<file path="src/rtl/overwrite_ring_fifo_defines.svh">
`ifndef OVERWRITE_RING_FIFO_DEFINES_SVH
`define OVERWRITE_RING_FIFO_DEFINES_SVH

// same-cycle implication
`define ORF_ASSERT_NOW(lbl, clk, rst, ante, cons, msg) \
   lbl: assert property (@(posedge clk) disable iff (rst) (ante) |-> (cons)) \
      else $error(msg);

// next-cycle implication
`define ORF_ASSERT_NEXT(lbl, clk, rst, ante, cons, msg) \
   lbl: assert property (@(posedge clk) disable iff (rst) (ante) |=> (cons)) \
      else $error(msg);

`endif

</file>
<file path="src/rtl/orf_pkg.sv">
package orf_pkg;

   localparam int BYTE_W     = 8;
   localparam int CAP_W      = 10;
   localparam int CSR_DATA_W = 32;
   localparam int CSR_ADDR_W = 3;

   localparam logic [CAP_W-1:0] CAP_RESET = CAP_W'(512);
   localparam logic [CAP_W-1:0] CAP_MIN   = CAP_W'(2);

   localparam logic REQ_PUSH = 1'b0;
   localparam logic REQ_POP  = 1'b1;

   localparam logic REG_CAPACITY = 1'b0;

endpackage

</file>
<file path="src/rtl/orf_req_if.sv">
interface orf_req_if;
   import orf_pkg::*;

   logic              valid;
   logic              ready;
   logic              req_type;
   logic [BYTE_W-1:0] data_in;

   modport source (output valid, output req_type, output data_in, input ready);
   modport sink   (input valid, input req_type, input data_in, output ready);
endinterface

</file>
<file path="src/rtl/orf_rsp_if.sv">
interface orf_rsp_if;
   import orf_pkg::*;

   logic              valid;
   logic              ready;
   logic [BYTE_W-1:0] data_out;
   logic              got_item;
   logic              overwrote;
   logic [CAP_W-1:0]  fill_count;

   modport source (output valid, output data_out, output got_item, output overwrote,
                   output fill_count, input ready);
   modport sink   (input valid, input data_out, input got_item, input overwrote,
                   input fill_count, output ready);
endinterface

</file>
<file path="src/rtl/overwrite_ring_fifo.sv">
// Byte FIFO on a circular store of DEPTH entries, wrapping at the capacity register
// (clamped to 2..DEPTH); a push into a full FIFO drops the oldest byte and flags
// overwrote, a pop of an empty FIFO answers got_item 0 and data 0. One request is
// taken every cycle and its single result appears in the output register on the
// next cycle; a result left waiting holds off further requests, since the popped
// byte sits in the read register of the single-port-pair store. The store is not
// cleared at reset, so no clearing pass is needed and requests are taken at once.
module overwrite_ring_fifo #(
   parameter int DEPTH = 512
) (
   input  logic                            clock,
   input  logic                            reset,
   orf_req_if.sink                         req_ch,
   orf_rsp_if.source                       rsp_ch,
   input  logic                            csr_psel,
   input  logic                            csr_penable,
   input  logic                            csr_pwrite,
   input  logic [orf_pkg::CSR_ADDR_W-1:0]  csr_paddr,
   input  logic [orf_pkg::CSR_DATA_W-1:0]  csr_pwdata,
   output logic [orf_pkg::CSR_DATA_W-1:0]  csr_prdata,
   output logic                            csr_pready
);
   import orf_pkg::*;

   localparam int IDX_W = $clog2(DEPTH);

   logic [CAP_W-1:0]  cap_use;
   logic              ram_we;
   logic [IDX_W-1:0]  ram_waddr;
   logic [BYTE_W-1:0] ram_wdata;
   logic              ram_re;
   logic [IDX_W-1:0]  ram_raddr;
   logic [BYTE_W-1:0] ram_rdata;

   orf_csr #(.DEPTH(DEPTH)) u_csr (
      .clock       (clock),
      .reset       (reset),
      .csr_psel    (csr_psel),
      .csr_penable (csr_penable),
      .csr_pwrite  (csr_pwrite),
      .csr_paddr   (csr_paddr),
      .csr_pwdata  (csr_pwdata),
      .csr_prdata  (csr_prdata),
      .csr_pready  (csr_pready),
      .cap_use     (cap_use)
   );

   orf_ctrl #(.DEPTH(DEPTH)) u_ctrl (
      .clock     (clock),
      .reset     (reset),
      .cap_use   (cap_use),
      .req       (req_ch),
      .rsp       (rsp_ch),
      .ram_we    (ram_we),
      .ram_waddr (ram_waddr),
      .ram_wdata (ram_wdata),
      .ram_re    (ram_re),
      .ram_raddr (ram_raddr),
      .ram_rdata (ram_rdata)
   );

   orf_ram #(.WIDTH(BYTE_W), .DEPTH(DEPTH)) u_ram (
      .clock   (clock),
      .wr_en   (ram_we),
      .wr_addr (ram_waddr),
      .wr_data (ram_wdata),
      .rd_en   (ram_re),
      .rd_addr (ram_raddr),
      .rd_data (ram_rdata)
   );

endmodule

</file>
<file path="src/rtl/orf_ram.sv">
module orf_ram #(
   parameter int WIDTH = 8,
   parameter int DEPTH = 512
) (
   input  logic                     clock,
   input  logic                     wr_en,
   input  logic [$clog2(DEPTH)-1:0] wr_addr,
   input  logic [WIDTH-1:0]         wr_data,
   input  logic                     rd_en,
   input  logic [$clog2(DEPTH)-1:0] rd_addr,
   output logic [WIDTH-1:0]         rd_data
);

   logic [WIDTH-1:0] mem_ff [DEPTH];
   logic [WIDTH-1:0] rd_data_ff;

   always_ff @(posedge clock) begin
      if (wr_en) begin
         mem_ff[wr_addr] <= wr_data;
      end
      if (rd_en) begin
         rd_data_ff <= mem_ff[rd_addr];
      end
   end

   assign rd_data = rd_data_ff;

endmodule

</file>
<file path="src/rtl/orf_csr.sv">
module orf_csr #(
   parameter int DEPTH = 512
) (
   input  logic                            clock,
   input  logic                            reset,
   input  logic                            csr_psel,
   input  logic                            csr_penable,
   input  logic                            csr_pwrite,
   input  logic [orf_pkg::CSR_ADDR_W-1:0]  csr_paddr,
   input  logic [orf_pkg::CSR_DATA_W-1:0]  csr_pwdata,
   output logic [orf_pkg::CSR_DATA_W-1:0]  csr_prdata,
   output logic                            csr_pready,
   output logic [orf_pkg::CAP_W-1:0]       cap_use
);
   import orf_pkg::*;

   logic [CAP_W-1:0] cap_ff, cap_in;
   logic [CAP_W-1:0] cap_use_ff, cap_use_in;
   logic             wr_hit;
   logic             reg_idx;

   assign csr_pready = 1'b1;
   assign reg_idx    = csr_paddr[2];
   assign wr_hit     = csr_psel && csr_penable && csr_pwrite && csr_pready
                       && (reg_idx == REG_CAPACITY);

   // clamp to 2..DEPTH once, at write time
   always_comb begin
      cap_in     = cap_ff;
      cap_use_in = cap_use_ff;
      if (wr_hit) begin
         cap_in = csr_pwdata[CAP_W-1:0];
         if (cap_in < CAP_MIN) begin
            cap_use_in = CAP_MIN;
         end else if (32'(cap_in) > DEPTH) begin
            cap_use_in = CAP_W'(DEPTH);
         end else begin
            cap_use_in = cap_in;
         end
      end
   end

   always_ff @(posedge clock) begin
      if (reset) begin
         cap_ff     <= CAP_RESET;
         cap_use_ff <= (32'(CAP_RESET) > DEPTH) ? CAP_W'(DEPTH) : CAP_RESET;
      end else begin
         cap_ff     <= cap_in;
         cap_use_ff <= cap_use_in;
      end
   end

   always_comb begin
      csr_prdata = '0;
      if (reg_idx == REG_CAPACITY) begin
         csr_prdata = CSR_DATA_W'(cap_ff);
      end
   end

   assign cap_use = cap_use_ff;

endmodule

</file>
<file path="src/rtl/orf_ctrl.sv">
`include "overwrite_ring_fifo_defines.svh"

module orf_ctrl #(
   parameter int DEPTH = 512
) (
   input  logic                             clock,
   input  logic                             reset,
   input  logic [orf_pkg::CAP_W-1:0]        cap_use,
   orf_req_if.sink                          req,
   orf_rsp_if.source                        rsp,
   output logic                             ram_we,
   output logic [$clog2(DEPTH)-1:0]         ram_waddr,
   output logic [orf_pkg::BYTE_W-1:0]       ram_wdata,
   output logic                             ram_re,
   output logic [$clog2(DEPTH)-1:0]         ram_raddr,
   input  logic [orf_pkg::BYTE_W-1:0]       ram_rdata
);
   import orf_pkg::*;

   localparam int IDX_W = $clog2(DEPTH);

   logic [IDX_W-1:0] wr_ff, wr_in;
   logic [IDX_W-1:0] rd_ff, rd_in;
   logic [CAP_W-1:0] cnt_ff, cnt_in;
   logic             rsp_valid_ff, rsp_valid_in;
   logic             got_ff, got_in;
   logic             over_ff, over_in;
   logic [CAP_W-1:0] fill_ff;
   logic             accept;

   function automatic logic [IDX_W-1:0] adv(input logic [IDX_W-1:0] idx,
                                           input logic [CAP_W-1:0] cap);
      logic [IDX_W-1:0] nxt;
      nxt = idx + 1'b1;
      if (32'(idx) >= 32'(cap) - 32'd1) begin
         nxt = '0;
      end
      return nxt;
   endfunction

   assign req.ready = !rsp_valid_ff || rsp.ready;
   assign accept    = req.valid && req.ready;

   always_comb begin
      wr_in   = wr_ff;
      rd_in   = rd_ff;
      cnt_in  = cnt_ff;
      got_in  = 1'b0;
      over_in = 1'b0;
      ram_we  = 1'b0;
      ram_re  = 1'b0;
      if (accept) begin
         if (req.req_type == REQ_PUSH) begin
            if (cnt_ff >= cap_use) begin
               rd_in   = adv(rd_ff, cap_use);
               cnt_in  = cap_use;
               over_in = 1'b1;
            end else begin
               cnt_in = cnt_ff + 1'b1;
            end
            wr_in  = adv(wr_ff, cap_use);
            ram_we = 1'b1;
         end else if (cnt_ff != '0) begin
            ram_re = 1'b1;
            rd_in  = adv(rd_ff, cap_use);
            cnt_in = cnt_ff - 1'b1;
            got_in = 1'b1;
         end
      end
   end

   // write pointer names the newest byte
   assign ram_waddr = wr_in;
   assign ram_wdata = req.data_in;
   assign ram_raddr = rd_ff;

   assign rsp_valid_in = accept || (rsp_valid_ff && !rsp.ready);

   always_ff @(posedge clock) begin
      if (reset) begin
         wr_ff        <= '0;
         rd_ff        <= IDX_W'(1);
         cnt_ff       <= '0;
         rsp_valid_ff <= 1'b0;
      end else begin
         wr_ff        <= wr_in;
         rd_ff        <= rd_in;
         cnt_ff       <= cnt_in;
         rsp_valid_ff <= rsp_valid_in;
      end
   end

   always_ff @(posedge clock) begin
      if (accept) begin
         got_ff  <= got_in;
         over_ff <= over_in;
         fill_ff <= cnt_in;
      end
   end

   // ram read data holds while the result is stalled
   assign rsp.valid      = rsp_valid_ff;
   assign rsp.data_out   = got_ff ? ram_rdata : '0;
   assign rsp.got_item   = got_ff;
   assign rsp.overwrote  = over_ff;
   assign rsp.fill_count = fill_ff;

   `ORF_ASSERT_NOW(a_one_port, clock, reset, 1'b1, !(ram_we && ram_re),
      "read and write issued together")
   `ORF_ASSERT_NOW(a_fill_mirror, clock, reset, rsp_valid_ff, fill_ff == cnt_ff,
      "reported fill differs from count")
   `ORF_ASSERT_NEXT(a_pop_hit, clock, reset,
      accept && (req.req_type == REQ_POP) && (cnt_ff != '0),
      got_ff && !over_ff && (fill_ff == $past(cnt_ff) - 1'b1),
      "pop of non-empty fifo misreported")
   `ORF_ASSERT_NEXT(a_push_full, clock, reset,
      accept && (req.req_type == REQ_PUSH) && (cnt_ff >= cap_use),
      over_ff && !got_ff && (fill_ff == $past(cap_use)),
      "overwriting push misreported")

endmodule

</file>
<file path="src/flat_wrapper.sv">
// flat-port wrapper written by rule: the top's interface ports become plain ports
module overwrite_ring_fifo_flat import orf_pkg::*;
#(
   parameter int DEPTH = 512
)
  (clock, reset, csr_psel, csr_penable, csr_pwrite, csr_paddr, csr_pwdata, csr_prdata, csr_pready, req_ch_valid, req_ch_req_type, req_ch_data_in, req_ch_ready, rsp_ch_valid, rsp_ch_data_out, rsp_ch_got_item, rsp_ch_overwrote, rsp_ch_fill_count, rsp_ch_ready);
  orf_req_if req_ch_i ();
  orf_rsp_if rsp_ch_i ();
  input  logic clock;
  input  logic reset;
  input  logic csr_psel;
  input  logic csr_penable;
  input  logic csr_pwrite;
  input  logic [orf_pkg::CSR_ADDR_W-1:0] csr_paddr;
  input  logic [orf_pkg::CSR_DATA_W-1:0] csr_pwdata;
  output logic [orf_pkg::CSR_DATA_W-1:0] csr_prdata;
  output logic csr_pready;
  input wire logic [$bits(req_ch_i.valid)-1:0] req_ch_valid;
  input wire logic [$bits(req_ch_i.req_type)-1:0] req_ch_req_type;
  input wire logic [$bits(req_ch_i.data_in)-1:0] req_ch_data_in;
  output wire logic [$bits(req_ch_i.ready)-1:0] req_ch_ready;
  output wire logic [$bits(rsp_ch_i.valid)-1:0] rsp_ch_valid;
  output wire logic [$bits(rsp_ch_i.data_out)-1:0] rsp_ch_data_out;
  output wire logic [$bits(rsp_ch_i.got_item)-1:0] rsp_ch_got_item;
  output wire logic [$bits(rsp_ch_i.overwrote)-1:0] rsp_ch_overwrote;
  output wire logic [$bits(rsp_ch_i.fill_count)-1:0] rsp_ch_fill_count;
  input wire logic [$bits(rsp_ch_i.ready)-1:0] rsp_ch_ready;
  assign req_ch_i.valid = req_ch_valid;
  assign req_ch_i.req_type = req_ch_req_type;
  assign req_ch_i.data_in = req_ch_data_in;
  assign req_ch_ready = req_ch_i.ready;
  assign rsp_ch_valid = rsp_ch_i.valid;
  assign rsp_ch_data_out = rsp_ch_i.data_out;
  assign rsp_ch_got_item = rsp_ch_i.got_item;
  assign rsp_ch_overwrote = rsp_ch_i.overwrote;
  assign rsp_ch_fill_count = rsp_ch_i.fill_count;
  assign rsp_ch_i.ready = rsp_ch_ready;
  overwrite_ring_fifo #(.DEPTH(DEPTH)) u_core (.clock(clock), .reset(reset), .req_ch(req_ch_i), .rsp_ch(rsp_ch_i), .csr_psel(csr_psel), .csr_penable(csr_penable), .csr_pwrite(csr_pwrite), .csr_paddr(csr_paddr), .csr_pwdata(csr_pwdata), .csr_prdata(csr_prdata), .csr_pready(csr_pready));
endmodule
</file>
<file path="config.mk">
export PLATFORM = sky130hd
export DESIGN_NAME = overwrite_ring_fifo_flat
export DESIGN_NICKNAME = d
export VERILOG_FILES = /design/src/rtl/orf_pkg.sv /design/src/rtl/orf_req_if.sv /design/src/rtl/orf_rsp_if.sv /design/src/rtl/overwrite_ring_fifo.sv /design/src/rtl/orf_ram.sv /design/src/rtl/orf_csr.sv /design/src/rtl/orf_ctrl.sv /design/src/flat_wrapper.sv
export VERILOG_INCLUDE_DIRS = /design/src /design/src/rtl
export SDC_FILE = /design/constraint.sdc
export NUM_CORES = 2
export LEC_CHECK = 0
export BUFFER_PORTS_ARGS = -buffer_cell sky130_fd_sc_hd__buf_2
export CAP_MARGIN = 30
export CORE_MARGIN = 3
export CORE_UTILIZATION = 45
export DETAILED_ROUTE_END_ITERATION = 16
export PLACE_DENSITY = 0.65
export SYNTH_ARGS = -nofsm -noshare
export SYNTH_HDL_FRONTEND = slang
export SYNTH_SLANG_ARGS = --single-unit
</file>
<file path="constraint.sdc">
create_clock -name clock -period 10.5 [get_ports clock]
set_input_delay 1.575 -clock clock [delete_from_list [all_inputs] [get_ports clock]]
set_output_delay 1.575 -clock clock [all_outputs]
set_load 0.01 [all_outputs]
</file>
# After elaboration in Yosys (flattened, before gate mapping)
# Memory sizes are Yosys's and may differ from the RTL's. A register that Yosys moved wholly into a read port is not among the register bits.
# Index checks and enable logic that the tools add are counted.
# word_totals
in_bits	51
memories	1
mem_bits_rw	4096
wordCells	57
output_inout_bits	55
reg_bits	61
# op_classes
magnitude_cmp	5
bitwise	1
n_mux	23
reduce_logical	12
n_eq_ne	1
n_addsub	5
# mem_list
name	depth	width	read_ports	rd_ports_with_merged_regs	write_ports	line	text
u_core.u_ram.mem_ff	512	8	1	1	1	orf_ram.sv:14	logic [WIDTH-1:0] mem_ff [DEPTH];
# ops
op	n
2-to-1 mux 10 bit	7
>= comparator 9 x 32 -> 1 bit	2
2-to-1 mux 9 bit	7
adder 9 x 1 -> 9 bit, second input constant	2
subtractor 10 x 1 -> 11 bit, second input constant	1
adder 10 x 1 -> 10 bit, second input constant	1
>= comparator 10 bit	1
> comparator 10 bit, second input constant	1
< comparator 10 x 2 -> 1 bit, second input constant	1
nonzero test 10 bit	1
subtractor 10 x 1 -> 10 bit, second input constant	1
2-to-1 mux 1 bit	8
2-to-1 mux 8 bit	1
logical AND 1 bit	5
AND reduction 3 bit	1
logical NOT 1 bit	2
logical OR 1 bit	2
!= test 2 x 1 -> 1 bit, second input constant	1
nonzero test 2 bit	1
NOT 1 bit	1

# Depth between registers and ports, before layout
# logic_depth
ltp_word	6
depth_mapped	16
depth_no_buf	12

# Cells and area by module
# Synthesis repeated with hierarchy kept, for this count alone.
# unflattened
hier_cells	8543
area_unflattened_um2	164276.3
# modules_own_cells
module	area_each_um2	cells_per_inst	instances	seq_area_each_um2
orf_ram	160007.2	8030	1	123238.2
orf_ctrl	3258.1	387	1	940.9
orf_csr	1011.0	126	1	400.4

# Worst setup path before layout
# Ideal clock, no wire load.
# synth_timing
path_kind	input-to-reg
from	input rsp_ch_ready
to	memory u_core.u_ram.mem_ff[163][0] (enable)
setup_slack_ns	5.816
t_arrival_ns	4.290
t_required_ns	10.105
path_buffers	4
cell_stages	11
setup_ns	0.395
cell_sequence	nand2b_1 > and3_1 > buf_2 > nand3_2 > nor2_2 > xnor2_1 > a31o_2 > buf_2 > clkbuf_1 > clkbuf_1 > nor4_1
# synth_between
elab_chain_len	5
elab_cells_between_ends	6
cone_classes	4 x mux; 2 x reduce/logical
# synth_rtl
item	line	text
from (decl)	flat_wrapper.sv:27	input wire logic [$bits(rsp_ch_i.ready)-1:0] rsp_ch_ready;
logical OR 1 bit *	orf_ctrl.sv:41	assign req.ready = !rsp_valid_ff || rsp.ready;
logical AND 1 bit *	orf_ctrl.sv:42	assign accept = req.valid && req.ready;
2-to-1 mux 1 bit	orf_ctrl.sv:52	if (accept) begin
2-to-1 mux 1 bit	orf_ram.sv:18	if (wr_en) begin
2-to-1 mux 1 bit (not written as such)	orf_ram.sv:19	mem_ff[wr_addr] <= wr_data;
to (decl)	orf_ram.sv:14	
# Mark *: on every way between the ends. The rest lies on a longest branch, timed or not.

==> reports/qor.txt <==
Final setup viols -> 0
worst-case clock buffer depth -> 4
Critical Path RT -> 11.18 ns
final worst-path cycle share -> 0.555
DRT Pass-1 Iters -> 6
Slew HR -> 0.218
setup ws final -> 4.67 ns
main combinational cell family by area after synthesis -> multiplexers
GRT Overall Usage -> 0.232
Max Fclk -> 0.172 GHz
CP Launch Type -> register
Cell Count, Final, Fillers Out -> 13000
Hold Path Class -> register to register
P&R area growth vs syn -> 12.5%
TritonCTS Sinks -> 4165
Post-Route Setup TNS -> 0 ns
full die area -> 370000 µm²
WL final -> 436000 µm
syn_area_per_cell -> 21.6 µm²
H-Tree Level Count -> 5
PortBufs -> 58
final core occ -> 0.510
WS Path Type -> register to register
synthesized flop and latch total -> 4165
RSZ-0062 raised after global routing -> false
number of global-route vias before repair -> 80900
placed cell count -> 12200
Sw Share -> 0.218
simple-gate area share of the yosys netlist -> 0.0287
GP Congestion -> 0.871
clock slew at reported path FFs -> 0.06 ns
CTS resizes -> 0
r2r setup slk -> 4.67 ns
GRT Residual Overflow -> 0
Vias -> 81800
Placeable Area -> 360000 µm²
DRC -> 0
Final nets -> 7949
area leader, netlist -> edfxtp_1
leakage power -> 0.0570 µW
antenna viol nets, final -> 0
Rows -> 220
most common cell after layout, fill and taps aside -> edfxtp_1
top_reg_cell synth -> edfxtp_1
Logic pwr share -> 0.069
Post-CTS Setup Inserts -> 0
yosys warns -> 0
dpl hpwl -> 258000 µm
vias per cell -> 6.30
Internal -> 27600 µW
post-synthesis sequential area ratio -> 0.763
Clock Power Share -> 0.413
worst vdd ir -> 0.000139 V
hold_buf cts -> 0
Worst-Skew Late Latency -> 0.98 ns
largest net degree at the start of global routing -> 182
pre-CTS WS -> 4.31 ns
dpl cell area -> 170000 µm²
Crit Path Max Fanout -> 48
share of layout cells above drive strength 1 -> 0.269
Post-synth EDFFs -> 4116
initial core utilization -> 0.453
status -> finished, final reports clean
ys async rst share -> 0
Power Dens Cells -> 192 nW/µm²
Hold Vio Cnt, Final -> 0
CTS buffer count -> 408
Tmin final -> 5.83 ns
initial antenna violation count -> 15
max-slew violations -> 0
chip width -> 608 µm
WL/cell -> 33.6 µm
Sw Pwr -> 7710 µW
crit path DAT -> 6.52 ns
Finished Cell Area -> 184000 µm²
Hold Crit Depth -> 2
DRT iter0 DRCs -> 11200
Max-cap violations -> 0
most frequent cells in the layout -> edfxtp_1 (4116), mux4_2 (1141), nor2_1 (467)
Die Height -> 608 µm
post-synthesis mux area share -> 0.166
Final Skew -> 0.0466 ns
Tightest Pin Transition -> 1.17 ns
mapped cell area -> 163000 µm²
CTS tree -> done
top cell type's share of synthesized area -> 0.757
library cells used by synthesis -> 82
Sequential Power Share -> 0.518
synthesized instance count -> 7570
XOR/XNOR share of the synthesized area -> 0.00148
adder-cell share of the synthesized area -> 0.00228
Critical Path End Type -> register
Root Driver -> clkbuf_16
Ports -> 106
cells taking the most area after synthesis -> edfxtp_1 (76%), mux4_2 (16%), nor2_1 (1.1%)
path depth of the worst reg2reg path -> 9
Synth Area in Compound Gates -> 0.0215
first-pass GRT wire length -> 617000 µm
power by group through the flow:
stage	logic (µW)	registers [µW]	clock network (µW)
final	2430	18300	14600
after global routing	2550	18300	15400
after CTS	2430	18300	14800
after detailed placement	2420	18700	0
after global placement	2390	18700	0
after floorplan	1570	18600	0
metal layers:
layer	vias up	track usage	wire [µm]
li1	32400	-	-
met1	44000	0.325	168000
met2	4563	0.366	210000
met3	722	0.0480	42200
met4	6	0.0809	16600
met5	-	0	32
worst max-delay path: stages (launching register included):
cell	delay (ns)
dfxtp_4	1.05
buf_4	0.61
buf_4	0.45
mux4_2	0.37
mux4_2	0.53
a22o_1	0.22
a221oi_1	0.85
o22ai_1	0.51
nor4_2	0.80
a21oi_1	0.09
state kept, by name (all words and copies together), names as in the netlist:
| name | flops |
|---|---|
| u_core.u_ram.mem_ff | 4096 |
| u_core.u_ram.rd_data | 8 |
| u_core.u_ctrl.rsp.overwrote | 1 |
| u_core.u_csr.cap_ff | 10 |
| u_core.u_ctrl.wr_ff | 9 |
| u_core.u_ctrl.rsp.got_item | 1 |
| u_core.u_csr.cap_use | 10 |
| u_core.u_ctrl.ram_raddr | 9 |
| u_core.u_ctrl.rsp.valid | 1 |
| u_core.u_ctrl.cnt_ff | 10 |
| u_core.u_ctrl.rsp.fill_count | 10 |
per-stage QoR:
| step | hold slack, ns | power, µW |
|---|---|---|
| 2_1_floorplan | 0.415 | 20200 |
| 3_3_place_gp | 0.440 | 21100 |
| 3_5_place_dp | 0.434 | 21100 |
| 4_1_cts | 0.445 | 35500 |
| 5_1_grt | 0.463 | 36300 |
| 6_report | 0.441 | 35300 |
path summary, 6_finish.rpt:
check	start	to
min	u_core.u_csr.cap_ff[9]	u_core.u_csr.cap_ff[9]
max reg2reg	u_core.u_ctrl.ram_raddr[1]	u_core.u_ram.rd_data[4]
max	u_core.u_ctrl.ram_raddr[1]	u_core.u_ram.rd_data[4]
min reg2reg	u_core.u_csr.cap_ff[9]	u_core.u_csr.cap_ff[9]
synth_stat cells (all sizes together) (20+ instances only):
library cell / instances
edfxtp: 4116
mux4: 1141
nor2: 473
buf: 279
clkbuf: 238
nand2: 151
mux2i: 131
nor3: 131
a21oi: 118
o21ai: 76
a22oi: 73
nor4: 62
dfxtp: 49
nand3: 49
a221oi: 39
o22ai: 36
ha: 29
nor2b: 29
a22o: 26
inv: 25
a211oi: 22
and2: 22
nand4: 20
o221ai: 20
area by class of cell:
cell class	instances	area [µm²]
repair buffers	385	3380
fillers	27700	177000
clock buffers	475	10600
well taps	4773	5970
multi-input cells	2882	36300
clock inverters	272	2700
flip-flops and latches	4165	125000
inverters	27	114
diodes	11	27.5
kinds of logic after synthesis:
logic type	count (synthesis)
and+or+nand+nor	1013
AOI/OAI and AO/OA	514
muxes	1276
other	2
adders and majority gates	30
buffers and inverters	544
xor gates and xnor gates	26
DFF	4165
(Power assumes the default switching activity.)
